## config.mk

```make
export PLATFORM = sky130hd
export DESIGN_NAME = wcr_ctrl
export DESIGN_NICKNAME = d
export VERILOG_FILES = /design/src/windowed_clock_regression_defines.svh /design/src/wcr_pkg.sv /design/src/wcr_ctrl.sv
export SDC_FILE = /design/constraint.sdc
export NUM_CORES = 1
export LEC_CHECK = 0
export BUFFER_PORTS_ARGS = -buffer_cell sky130_fd_sc_hd__buf_2
export CAP_MARGIN = 0
export CORE_ASPECT_RATIO = 1.1
export CORE_MARGIN = 2
export CORE_UTILIZATION = 55
export CTS_CLUSTER_DIAMETER = 150
export DETAILED_ROUTE_END_ITERATION = 6
export PLACE_DENSITY_LB_ADDON = 0.12
export SLEW_MARGIN = 40
export SYNTH_ARGS = -nofsm -noshare
export SYNTH_HDL_FRONTEND = slang
export SYNTH_SLANG_ARGS = --single-unit
```

## constraint.sdc

```tcl
create_clock -name clk -period 4.9 [get_ports clk]
set_input_delay 0.245 -clock clk [delete_from_list [all_inputs] [get_ports clk]]
set_output_delay 0.245 -clock clk [all_outputs]
set_load 0.02 [all_outputs]
```

## src/windowed_clock_regression_defines.svh

```systemverilog
// ----------------------------------------------------------------------------
// Assertion macros for the windowed clock regression
// Shared property forms, clocked on clk and disabled while arst_n is low.
// ----------------------------------------------------------------------------
`ifndef WINDOWED_CLOCK_REGRESSION_DEFINES_SVH
`define WINDOWED_CLOCK_REGRESSION_DEFINES_SVH

// antecedent implies consequent in the same cycle
`define WCR_ASSERT_IMP(lbl, ante, cons) \
	lbl: assert property (@(posedge clk) disable iff (!arst_n) (ante) |-> (cons)) \
		else $error("windowed_clock_regression: implication violated");

// antecedent implies consequent in the next cycle
`define WCR_ASSERT_NEXT(lbl, ante, cons) \
	lbl: assert property (@(posedge clk) disable iff (!arst_n) (ante) |=> (cons)) \
		else $error("windowed_clock_regression: next-cycle implication violated");

// condition never holds
`define WCR_ASSERT_NEVER(lbl, cond) \
	lbl: assert property (@(posedge clk) disable iff (!arst_n) !(cond)) \
		else $error("windowed_clock_regression: forbidden condition seen");

`endif

```

## src/wcr_pkg.sv

```systemverilog
// ----------------------------------------------------------------------------
// wcr_pkg
// Field widths, command codes, controller/datapath structs and saturation.
// ----------------------------------------------------------------------------
package wcr_pkg;

	localparam int EPOCH_W    = 32;
	localparam int TICK_W     = 16;
	localparam int DEV_W      = EPOCH_W + TICK_W;
	localparam int LOC_W      = 63;
	localparam int FIX_W      = 64;
	localparam int FRAC_W     = 32;
	localparam int DEPTH_DEF  = 16;
	localparam int IN_DATA_W  = 112;
	localparam int OUT_DATA_W = 192;

	// multiplier operand sources
	typedef logic [3:0] sel_t;
	localparam sel_t SEL_OD   = 4'd0;
	localparam sel_t SEL_OL   = 4'd1;
	localparam sel_t SEL_DEV  = 4'd2;
	localparam sel_t SEL_LOC  = 4'd3;
	localparam sel_t SEL_N    = 4'd4;
	localparam sel_t SEL_SD   = 4'd5;
	localparam sel_t SEL_SL   = 4'd6;
	localparam sel_t SEL_SDD  = 4'd7;
	localparam sel_t SEL_SDL  = 4'd8;
	localparam sel_t SEL_T1P1 = 4'd9;
	localparam sel_t SEL_GM   = 4'd10;

	// what to do with a finished product
	typedef logic [3:0] post_t;
	localparam post_t POST_NONE     = 4'd0;
	localparam post_t POST_SDD_SUB  = 4'd1;
	localparam post_t POST_SDL_SUB  = 4'd2;
	localparam post_t POST_SDD_ADD  = 4'd3;
	localparam post_t POST_SDL_ADD  = 4'd4;
	localparam post_t POST_T1       = 4'd5;
	localparam post_t POST_DEN_DIFF = 4'd6;
	localparam post_t POST_NUM_DIFF = 4'd7;
	localparam post_t POST_NUM_DSH  = 4'd8;
	localparam post_t POST_DEN_P    = 4'd9;
	localparam post_t POST_NUM_PSH  = 4'd10;
	localparam post_t POST_CONV_SUM = 4'd11;

	typedef struct packed {
		logic  ld_item;
		logic  ram_rd;
		logic  ld_old;
		logic  sums;
		logic  mul_go;
		sel_t  a_sel;
		sel_t  b_sel;
		post_t post;
		logic  div_go;
		logic  ld_gain;
		logic  ld_off;
		logic  num_sl;
		logic  conv_out;
		logic  out_ld;
	} cmd_t;

	typedef struct packed {
		logic mul_done;
		logic div_done;
		logic dz;
	} sts_t;

	// sign and magnitude to saturated two's complement
	function automatic logic [FIX_W-1:0] sat64(input logic [FIX_W:0] q, input logic ovf,
		input logic neg);
		logic [FIX_W-1:0] r;
		if (neg) begin
			if (ovf || (q >= {2'b01, {(FIX_W-1){1'b0}}}))
				r = {1'b1, {(FIX_W-1){1'b0}}};
			else
				r = -q[FIX_W-1:0];
		end else begin
			if (ovf || (q > {2'b00, {(FIX_W-1){1'b1}}}))
				r = {1'b0, {(FIX_W-1){1'b1}}};
			else
				r = q[FIX_W-1:0];
		end
		return r;
	endfunction

endpackage

```

## src/wcr_ctrl.sv

```systemverilog
// ----------------------------------------------------------------------------
// wcr_ctrl
// Sequencer: ring update, product steps, divisions and result hand-off.
// ----------------------------------------------------------------------------
module wcr_ctrl (
	input  logic          clk,
	input  logic          arst_n,
	input  logic          s_tvalid,
	input  logic          s_tuser,
	output logic          s_tready,
	output logic          m_tvalid,
	input  logic          m_tready,
	input  wcr_pkg::sts_t sts,
	output wcr_pkg::cmd_t cmd
);
	import wcr_pkg::*;

	localparam logic [3:0] S_IDLE  = 4'd0;
	localparam logic [3:0] S_RD    = 4'd1;
	localparam logic [3:0] S_LD    = 4'd2;
	localparam logic [3:0] S_SUMS  = 4'd3;
	localparam logic [3:0] S_MGO   = 4'd4;
	localparam logic [3:0] S_MWAIT = 4'd5;
	localparam logic [3:0] S_NEXT  = 4'd6;
	localparam logic [3:0] S_DGO   = 4'd7;
	localparam logic [3:0] S_DWAIT = 4'd8;
	localparam logic [3:0] S_NUMSL = 4'd9;
	localparam logic [3:0] S_CONV  = 4'd10;
	localparam logic [3:0] S_DONE  = 4'd11;

	// product steps
	localparam logic [3:0] K_OD_OD   = 4'd0;
	localparam logic [3:0] K_OD_OL   = 4'd1;
	localparam logic [3:0] K_DV_DV   = 4'd2;
	localparam logic [3:0] K_DV_LC   = 4'd3;
	localparam logic [3:0] K_N_SDD   = 4'd4;
	localparam logic [3:0] K_SD_SD   = 4'd5;
	localparam logic [3:0] K_N_SDL   = 4'd6;
	localparam logic [3:0] K_SD_SL   = 4'd7;
	localparam logic [3:0] K_SDD_SL  = 4'd8;
	localparam logic [3:0] K_SD_SDL  = 4'd9;
	localparam logic [3:0] K_C_C     = 4'd10;
	localparam logic [3:0] K_C1_N    = 4'd11;
	localparam logic [3:0] K_SL_C    = 4'd12;
	localparam logic [3:0] K_CONV    = 4'd13;

	logic [3:0] state_q, step_q;
	logic       tgt_gain_q, out_valid_q;
	sel_t       a_sel, b_sel;
	post_t      post;
	logic       accept, out_take;

	assign accept   = s_tvalid && (state_q == S_IDLE);
	assign out_take = (state_q == S_DONE) && (!out_valid_q || m_tready);

	// operands and post step for each product
	always_comb begin
		unique case (step_q)
			K_OD_OD:  begin a_sel = SEL_OD;   b_sel = SEL_OD;  post = POST_SDD_SUB;  end
			K_OD_OL:  begin a_sel = SEL_OD;   b_sel = SEL_OL;  post = POST_SDL_SUB;  end
			K_DV_DV:  begin a_sel = SEL_DEV;  b_sel = SEL_DEV; post = POST_SDD_ADD;  end
			K_DV_LC:  begin a_sel = SEL_DEV;  b_sel = SEL_LOC; post = POST_SDL_ADD;  end
			K_N_SDD:  begin a_sel = SEL_N;    b_sel = SEL_SDD; post = POST_T1;       end
			K_SD_SD:  begin a_sel = SEL_SD;   b_sel = SEL_SD;  post = POST_DEN_DIFF; end
			K_N_SDL:  begin a_sel = SEL_N;    b_sel = SEL_SDL; post = POST_T1;       end
			K_SD_SL:  begin a_sel = SEL_SD;   b_sel = SEL_SL;  post = POST_NUM_DSH;  end
			K_SDD_SL: begin a_sel = SEL_SDD;  b_sel = SEL_SL;  post = POST_T1;       end
			K_SD_SDL: begin a_sel = SEL_SD;   b_sel = SEL_SDL; post = POST_NUM_DIFF; end
			K_C_C:    begin a_sel = SEL_DEV;  b_sel = SEL_DEV; post = POST_T1;       end
			K_C1_N:   begin a_sel = SEL_T1P1; b_sel = SEL_N;   post = POST_DEN_P;    end
			K_SL_C:   begin a_sel = SEL_SL;   b_sel = SEL_DEV; post = POST_NUM_PSH;  end
			K_CONV:   begin a_sel = SEL_DEV;  b_sel = SEL_GM;  post = POST_CONV_SUM; end
			default:  begin a_sel = SEL_N;    b_sel = SEL_N;   post = POST_NONE;     end
		endcase
	end

	// commands
	always_comb begin
		cmd          = '0;
		cmd.a_sel    = a_sel;
		cmd.b_sel    = b_sel;
		cmd.post     = POST_NONE;
		cmd.ld_item  = accept;
		cmd.ram_rd   = (state_q == S_RD);
		cmd.ld_old   = (state_q == S_LD);
		cmd.sums     = (state_q == S_SUMS);
		cmd.mul_go   = (state_q == S_MGO);
		cmd.div_go   = (state_q == S_DGO);
		cmd.num_sl   = (state_q == S_NUMSL);
		cmd.conv_out = (state_q == S_CONV);
		cmd.out_ld   = out_take;
		if (state_q == S_MWAIT && sts.mul_done)
			cmd.post = post;
		if (state_q == S_DWAIT && sts.div_done) begin
			cmd.ld_gain = tgt_gain_q;
			cmd.ld_off  = !tgt_gain_q;
		end
	end

	// sequence
	always_ff @(posedge clk or negedge arst_n) begin
		if (!arst_n) begin
			state_q     <= S_IDLE;
			step_q      <= K_OD_OD;
			tgt_gain_q  <= 1'b0;
			out_valid_q <= 1'b0;
		end else begin
			if (out_take)
				out_valid_q <= 1'b1;
			else if (m_tready)
				out_valid_q <= 1'b0;
			unique case (state_q)
				S_IDLE: begin
					if (accept) begin
						if (s_tuser) begin
							step_q  <= K_CONV;
							state_q <= S_MGO;
						end else begin
							state_q <= S_RD;
						end
					end
				end
				S_RD:   state_q <= S_LD;
				S_LD:   state_q <= S_SUMS;
				S_SUMS: begin
					step_q  <= K_OD_OD;
					state_q <= S_MGO;
				end
				S_MGO:  state_q <= S_MWAIT;
				S_MWAIT: begin
					if (sts.mul_done)
						state_q <= S_NEXT;
				end
				S_NEXT: begin
					priority if (step_q == K_SD_SD) begin
						step_q  <= sts.dz ? K_C_C : K_N_SDL;
						state_q <= S_MGO;
					end else if (step_q == K_SD_SL || step_q == K_SL_C) begin
						tgt_gain_q <= 1'b1;
						state_q    <= S_DGO;
					end else if (step_q == K_SD_SDL) begin
						tgt_gain_q <= 1'b0;
						state_q    <= S_DGO;
					end else if (step_q == K_CONV) begin
						state_q <= S_CONV;
					end else begin
						step_q  <= step_q + 1'b1;
						state_q <= S_MGO;
					end
				end
				S_DGO:  state_q <= S_DWAIT;
				S_DWAIT: begin
					if (sts.div_done) begin
						if (!tgt_gain_q)
							state_q <= S_DONE;
						else if (step_q == K_SD_SL) begin
							step_q  <= K_SDD_SL;
							state_q <= S_MGO;
						end else
							state_q <= S_NUMSL;
					end
				end
				S_NUMSL: begin
					tgt_gain_q <= 1'b0;
					state_q    <= S_DGO;
				end
				S_CONV: state_q <= S_DONE;
				S_DONE: begin
					if (out_take)
						state_q <= S_IDLE;
				end
				default: state_q <= S_IDLE;
			endcase
		end
	end

	assign s_tready = (state_q == S_IDLE);
	assign m_tvalid = out_valid_q;
endmodule

```

==> impl_metrics.tcl, run 1 <==
set metrics [dict create \
    run_status "finished, final reports clean" \
    instances_no_fill 214 \
    hold_buffers 1 \
    synthCells 161 \
    yosysUniqueCellTypes 51 \
    p_per_area_mw_per_mm2 737 \
    finClkSkew_ns 0.00455 \
    fill_cells 210 \
    grt_max_degree 29 \
    pwr-share-seq_pct 24.5 \
    synth-main-ff-cell "dfrtp_1" \
    path_class "register to output port" \
    syn_to_final_growth_pct 12.4 \
    max_stage_delay_ns 0.47 \
    antennaDiodeCount 0 \
    die_width_um 49.9 \
    ios 33 \
    dpl.hpwl_mm 2.55 \
    swShare_pct 55.1 \
    switching_power_uw 581 \
    vias 1322 \
    required_ns 4.66 \
    period_needed_ns 2.29 \
    fin_crit_sh_pct 46.7 \
    grt-ovfl-total 0 \
    crit_chain "inv_1 > ha_1 > and2_1 > a211oi_1 > a211oi_1 > buf_2" \
    wl_per_cell_um 15.7 \
    critPathTopFamily "flip-flops" \
    root_buffer "clkbuf_4" \
    critPathArrivalTime_ns 2.05 \
    comb_power_share_pct 70.5 \
    synth_edf_count 0 \
    ys_top_cells_by_area "dfrtp_1, ha_1, o21ai_0, a211oi_1, nor2_1" \
    synth_nets 177 \
    max-vdd-ir-drop_mv 0.478 \
    fin_tns_setup_ns 0 \
    critPathLaunchType "register" \
    timing_hold_violations_final 0 \
    drive_gt1_share_pct 23.9 \
    tightest_slew_ns 0.741 \
    fp.dieArea_mm2 0.00271 \
    crit_slowest_cell "dfrtp_1" \
    critical_path.max_fanout 12 \
    cts_tree "done" \
    post_cts_buffers 0 \
    p_leak_uw 0.000693 \
    placed_cells 210 \
    htree_levels 1 \
    clock_path_buffers 2 \
    cts_resized 0 \
    synth.largest_area_cell "dfrtp_1" \
    rsz0062_at_grt "false" \
    critPathMostFrequentCell "a211oi_1" \
    setup_viol 0 \
    drv_slew 0 \
    relSlewSlack_pct 50.6 \
    grt_pass1_wl_mm 5.46 \
    firstDrtPassIters 4 \
    cts_sinks 10 \
    grt_antenna_before_repair 0 \
    clk_latency_ns 0.26 \
    io_buffers 32 \
    totalWireLength_mm 3.35 \
    r2r_slack_ns 2.79 \
    gp_congestion 0.917 \
    dieHeight_um 54.4 \
    ant_nets 0 \
    drv_cap 0 \
    syn_area_mm2 0.00127 \
    grt_pass1_vias 1158 \
    p_int_uw 473 \
    fp-row-count 18 \
    final_common_cell "buf_2" \
    p_clk_share_pct 4.9 \
    avgViaCountPerCell 6.18 \
    crit_path_end_kind "output port" \
    max_freq_mhz 437 \
    yosysSeqAreaShare_pct 19.7 \
    syn_area_per_cell_um2 7.90 \
    nets 202 \
    layout_common_cells "buf_2, nor2_1, o21ai_0, inv_1, dfrtp_1" \
    netlist.area_leader.share_pct 19.7 \
    start_util_pct 57.1 \
    drcViolationCount 0 \
    path_clk_slew_ns 0.06 \
    yosys_warnings 0 \
    ys_ff_latch 10 \
    cts_made_buffers 3 \
    core_mm2 0.00223 \
    grt_use_total_pct 26.2 \
    critPathBufInv 2 \
    drt_iter0_markers 38 \
    hold_path.class "input pin to register" \
    synth_async_sr_flop_share_pct 100 \
]
path summary, 6_finish.rpt:
check,start,end,cells after the start
worst max-delay path,step_q[1],cmd[7],6
worst min-delay path,sts[2],state_q[2],2
worst max register to register,step_q[1],state_q[0],6
worst min register to register,m_tvalid,m_tvalid,2
max in group asynchronous,arst_n,state_q[1],2
min in group asynchronous,arst_n,tgt_gain_q,2
per-stage QoR:
step / instance area, µm² / worst slack [ns] / util [%] / hold WS (ns) / power (µW)
final: 1430 / 2.61 / 64.1 / 0.282 / 1050
after global routing: 1430 / 2.43 / 64.1 / 0.284 / 1140
after CTS: 1430 / 2.63 / 64.1 / 0.282 / 1050
after detailed placement: 1400 / 2.83 / 62.7 / 0.116 / 991
after global placement: 1400 / 2.90 / 62.7 / 0.115 / 977
after floorplan: 1270 / 2.92 / - / -0.0506 / 821
metal layers:
| metal | global-route usage [%] | wire [µm] | vias to the layer above |
|---|---|---|---|
| met3 | 5.19 | 232 | 2 |
| met5 | 0 | 0 | - |
| li1 | - | - | 652 |
| met4 | 1.85 | 19 | 0 |
| met1 | 31.8 | 1370 | 612 |
| met2 | 50.4 | 1740 | 56 |
sequential cells by signal (all words and copies together) (netlist names):
register	cells
m_tvalid	1
state_q	4
step_q	4
tgt_gain_q	1
logic make-up (layout without fill, tap and decap cells):
logic type	Yosys count	after routing	share of synthesized area, %
AND/OR/NAND/NOR	58	58	27.6
AO/OA/AOI/OAI	56	56	31.3
buffers and inverters	23	46	8.65
flip-flops	10	10	19.7
adder cells (fa/ha/maj)	8	8	7.87
multiplexers	5	5	4.23
XOR/XNOR	1	1	0.688
power by group through the flow:
stage                     clock [µW]  combinational, µW  sequential, µW
after floorplan                    0                662             160
after global routing            58.3                814             271
final                           52.0                744             258
after global placement             0                724             252
after CTS                       53.4                739             253
after detailed placement           0                734             257
Yosys cell counts, drive strengths merged (5+ instances only):
| cell | n |
|---|---|
| nor3 | 5 |
| a21oi | 6 |
| inv | 10 |
| ha | 8 |
| nand2 | 9 |
| nand2b | 7 |
| nor2 | 12 |
| o21ai | 12 |
| a211oi | 6 |
| buf | 12 |
| dfrtp | 10 |
layout make-up:
cell class | count | area (µm²) | area share [%]
Clock buffer | 3 | 22.5 | 1.57
Inverter | 10 | 37.5 | 2.62
Multi-Input combinational cell | 128 | 912 | 63.8
Sequential cell | 10 | 250 | 17.5
Tap cell | 30 | 37.5 | 2.62
Timing Repair Buffer | 33 | 170 | 11.9
No activity file was read; power rests on OpenSTA's default activity.
==> run 2: changes to the inputs <==
--- a/config.mk
+++ b/config.mk
@@ -9,7 +9,7 @@
 export CAP_MARGIN = 0
 export CORE_ASPECT_RATIO = 1.1
 export CORE_MARGIN = 2
-export CORE_UTILIZATION = 55
+export CORE_UTILIZATION = 53
 export CTS_CLUSTER_DIAMETER = 150
 export DETAILED_ROUTE_END_ITERATION = 6
 export PLACE_DENSITY_LB_ADDON = 0.12
==> constraint.sdc (replaced) <==
create_clock -name clk -period 2.2 [get_ports clk]
set_input_delay 0.11 -clock clk [delete_from_list [all_inputs] [get_ports clk]]
set_output_delay 0.11 -clock clk [all_outputs]
set_load 0.02 [all_outputs]
==> run 2 against run 1 <==
Design area is 4.5% higher; sequential power is 98% higher; combinational power is 140% higher; highest routed layer unchanged.
==> impl_metrics.tcl, run 2 (synthesis gave the netlist of run 1 again) <==
set metrics [dict create \
    whs_path_depth 2 \
    layout_common_cells "buf_2, nor2_1, o21ai_0, inv_1" \
    clk_latency_ns 0.27 \
    htree_levels 1 \
    grt_pass1_vias 1294 \
    post-route-util_pct 66.4 \
    worst_slack_ns 0.144 \
    fin_crit_sh_pct 93.5 \
    cts_tree "done" \
    antennaDiodeCount 0 \
    cts_sinks 10 \
    hold_path.class "input pin to register" \
    fin_tns_setup_ns 0 \
    post_cts_buffers 0 \
    drt_iter0_markers 50 \
    timing_hold_violations_final 0 \
    required_ns 2.09 \
    totalWireLength_mm 3.62 \
    wl_met2_mm 1.78 \
    final_common_cell "buf_2" \
    regArea_um2 251 \
    grt-ovfl-total 0 \
    grt_pass1_wl_mm 6.07 \
    cts_made_buffers 3 \
    finClkSkew_ns 0.00599 \
    clock_path_buffers 2 \
    crit_slowest_cell "dfrtp_1" \
    path_clk_slew_ns 0.07 \
    dp_worst_setup_slack_ns 0.147 \
    die_width_um 50.7 \
    core_mm2 0.00225 \
    dr.max_layer_used "met4" \
    crit_path_end_kind "output port" \
    wl_met3_um 194 \
    firstDrtPassIters 6 \
    critPathArrivalTime_ns 1.95 \
    critPathLaunchType "register" \
    fill_cells 202 \
    period_needed_ns 2.06 \
    max_stage_delay_ns 0.78 \
    start_util_pct 56.5 \
    grt_use_total_pct 27.4 \
    ios 33 \
    ant_nets 0 \
    drv_slew 0 \
    avgViaCountPerCell 6.20 \
    fp.dieArea_mm2 0.00281 \
    max_freq_mhz 486 \
    root_buffer "clkbuf_4" \
    critical_path.max_fanout 24 \
    setup_viol 0 \
    relSlewSlack_pct 54.5 \
    top_regs "state_q: 4 flops, step_q: 4 flops" \
    dieHeight_um 55.4 \
    drcViolationCount 0 \
    grt_max_degree 25 \
    fp-row-count 18 \
    nets 207 \
    dpl.hpwl_mm 2.72 \
    run_status "finished, final reports clean" \
    drive_gt1_share_pct 27.4 \
    path_class "register to output port" \
    wl_met1_mm 1.52 \
    rsz0062_at_grt "false" \
    grt_antenna_before_repair 0 \
    gp_congestion 0.887 \
    drv_cap 0 \
    max-vdd-ir-drop_mv 1.35 \
    tightest_slew_ns 0.682 \
    vias 1364 \
    rr_worst_depth 6 \
    multi_input_area_um2 925 \
    crit_chain "nand2_1 > o221a_2 > o21bai_1 > buf_2" \
    syn_to_final_growth_pct 17.5 \
    io_buffers 32 \
    p_leak_uw 0.000725 \
    p_per_area_mw_per_mm2 1680 \
    wl_per_cell_um 16.4 \
]
run 2: cell count changes in the layout (fill, tap and decap cells not counted), sizes merged:
cell	change
clkbuf	+1
buf	+5
run 2: area by class of cell:
type	count	share of cell area (%)
multi-input combinational	128	61.8
sequential	10	16.8
timing repair buffer	38	13.9
inverter	10	2.51
tap	30	2.51
clock buffer	4	2.43
run 2: final timing paths:
path	start	to	slack [ns]
setup / recovery	step_q[3]	cmd[11]	0.14
hold / removal	sts[2]	state_q[2]	0.16
setup reg to reg	step_q[1]	step_q[0]	0.21
hold reg to reg	m_tvalid	m_tvalid	0.55
max in group asynchronous	arst_n	step_q[0]	1.75
min in group asynchronous	arst_n	state_q[1]	0.23
run 2: critical path: cells and delay by family, from the launching register on:
family | cells | cell delay (ns)
AOI/OAI and AO/OA | 2 | 0.46
DFF | 1 | 0.78
buffers and inverters | 1 | 0.16
and+or+nand+nor | 1 | 0.27
run 2: timing repair:
action,CTS,global route
gates resized for setup,0,3
setup endpoints to repair,0,8
hold buffers,1,0
hold endpoints to repair,10,0
run 2: layer usage:
layer  track usage [%]  vias to the layer above
li1                  -                      661
met1              32.3                      633
met2              47.9                       60
met3              3.24                       10
met4              13.9                        0
met5                 0                        -
run 2: metrics by stage:
step	hold WS (ns)	instances	cell area (µm²)	power (µW)
final	0.157	220	1500	2510
after global routing	0.133	220	1500	2720
after CTS	0.138	220	1480	2450
after detailed placement	-0.0133	215	1440	2270
after global placement	-0.0204	215	1440	2240
after floorplan	-0.186	161	1270	1830
run 2: power breakdown:
| part | leakage, µW | switching, µW | total (µW) | internal (µW) |
|---|---|---|---|---|
| clock | 0.0000210 | 70.6 | 171 | 100 |
| sequential | 0.000122 | 245 | 511 | 265 |
| combinational | 0.000582 | 1030 | 1820 | 789 |
| total | 0.000725 | 1350 | 2500 | 1160 |
==> run 3: changes to the inputs <==
--- a/config.mk
+++ b/config.mk
@@ -12,6 +12,7 @@
 export CORE_UTILIZATION = 53
 export CTS_CLUSTER_DIAMETER = 150
 export DETAILED_ROUTE_END_ITERATION = 6
+export MAX_ROUTING_LAYER = met4
 export PLACE_DENSITY_LB_ADDON = 0.12
 export SLEW_MARGIN = 40
 export SYNTH_ARGS = -nofsm -noshare
==> run 3 against run 2 <==
Worst setup slack improved by 0.022 ns; non-clock buffer count stayed put; clock power barely moved; largest power group unchanged.
==> impl_metrics.tcl, run 3 (synthesis gave the netlist of run 1 again) <==
set metrics [dict create \
    rsz0062_at_grt "false" \
    tightest_slew_ns 0.661 \
    die_width_um 50.7 \
    start_util_pct 56.5 \
    grt_pass1_vias 1301 \
    required_ns 2.09 \
    fill_cells 202 \
    p_leak_uw 0.000725 \
    setup_viol 0 \
    grt_max_degree 25 \
    cts_sinks 10 \
    root_buffer "clkbuf_4" \
    drv_cap 0 \
    io_buffers 32 \
    grt_use_total_pct 28.3 \
    timing_hold_violations_final 0 \
    hold_slack_ns 0.158 \
    path_clk_slew_ns 0.07 \
    placed_cells 215 \
    drcViolationCount 0 \
    top_regs "state_q: 4 flops, step_q: 4 flops" \
    max-vdd-ir-drop_mv 1.35 \
    grt-ovfl-total 0 \
    grt_pass1_wl_mm 6.09 \
    drv_slew 0 \
    period_needed_ns 2.03 \
    fin_crit_sh_pct 92.5 \
    finClkSkew_ns 0.00743 \
    syn_to_final_growth_pct 17.5 \
    critical_path.max_fanout 24 \
    crit_path_end_kind "output port" \
    drive_gt1_share_pct 27.4 \
    fin_tns_setup_ns 0 \
    p_per_area_mw_per_mm2 1670 \
    r2r_slack_ns 0.21 \
    cts_tree "done" \
    dieHeight_um 55.4 \
    antennaDiodeCount 0 \
    fp-row-count 18 \
    clk_latency_ns 0.27 \
    path_class "register to output port" \
    firstDrtPassIters 5 \
    dpl.hpwl_mm 2.72 \
    ios 33 \
    ant_nets 0 \
    relSlewSlack_pct 55.9 \
    critPathArrivalTime_ns 1.92 \
    post-route-util_pct 66.4 \
    gp_congestion 0.902 \
    fp.dieArea_mm2 0.00281 \
    run_status "finished, final reports clean" \
    layout_common_cells "buf_2, nor2_1, o21ai_0, inv_1" \
    htree_levels 1 \
    clock_path_buffers 2 \
    instances_no_fill 220 \
    cts_made_buffers 3 \
    grt_antenna_before_repair 0 \
    vias 1362 \
    drt_iter0_markers 49 \
    totalWireLength_mm 3.60 \
    core_mm2 0.00225 \
    hold_path.class "input pin to register" \
    avgViaCountPerCell 6.19 \
    max_freq_mhz 492 \
    final_common_cell "buf_2" \
    nets 207 \
    wl_per_cell_um 16.4 \
    critPathLaunchType "register" \
]
-- run 3: report_power, final --
group	switching (µW)	total (µW)	internal (µW)	leakage, µW
logic	1030	1820	789	0.000582
clock network	71.3	172	100	0.0000210
registers	243	509	266	0.000122
-- run 3: critical path: stages (launching register included) --
cell and delay [ns]:
dfrtp_1 0.77, nand2_1 0.27, o221a_2 0.32, o21bai_1 0.14
buf_2 0.16
-- run 3: cell type report --
class,count,area (µm²),share of cell area [%]
Inverter,10,37.5,2.51
Timing Repair Buffer,38,208,13.9
Tap cell,30,37.5,2.51
Sequential cell,10,251,16.8
Multi-Input combinational cell,128,925,61.8
Clock buffer,4,36.3,2.43
-- run 3: per-layer routing --
metal	track usage, %	vias up	wire [µm]
met1	32.5	640	1510
met4	13.9	0	123
li1	-	661	-
met3	3.24	10	181
met5	-	-	0
met2	47.9	51	1790
-- run 3: timing repair --
action,in CTS,in global routing
hold buffers,1,0
endpoints found under the setup margin,0,8
gates resized for setup,0,3
endpoints found under the hold margin,10,0
setup buffers,0,0
-- run 3: worst paths after layout --
check	start	to	cells after the start
worst max-delay path	step_q[3]	cmd[11]	4
worst min-delay path	sts[2]	state_q[2]	2
worst max register to register	step_q[1]	step_q[0]	6
worst min register to register	m_tvalid	m_tvalid	2
max in group asynchronous	arst_n	step_q[0]	2
min in group asynchronous	arst_n	state_q[1]	2
-- run 3: stage by stage --
step,instance area (µm²),setup slack (ns),total power [µW]
after floorplan,1270,0.352,1830
after global placement,1440,0.233,2240
after detailed placement,1440,0.147,2270
after CTS,1480,0.0234,2450
after global routing,1500,0.00527,2720
final,1500,0.165,2500
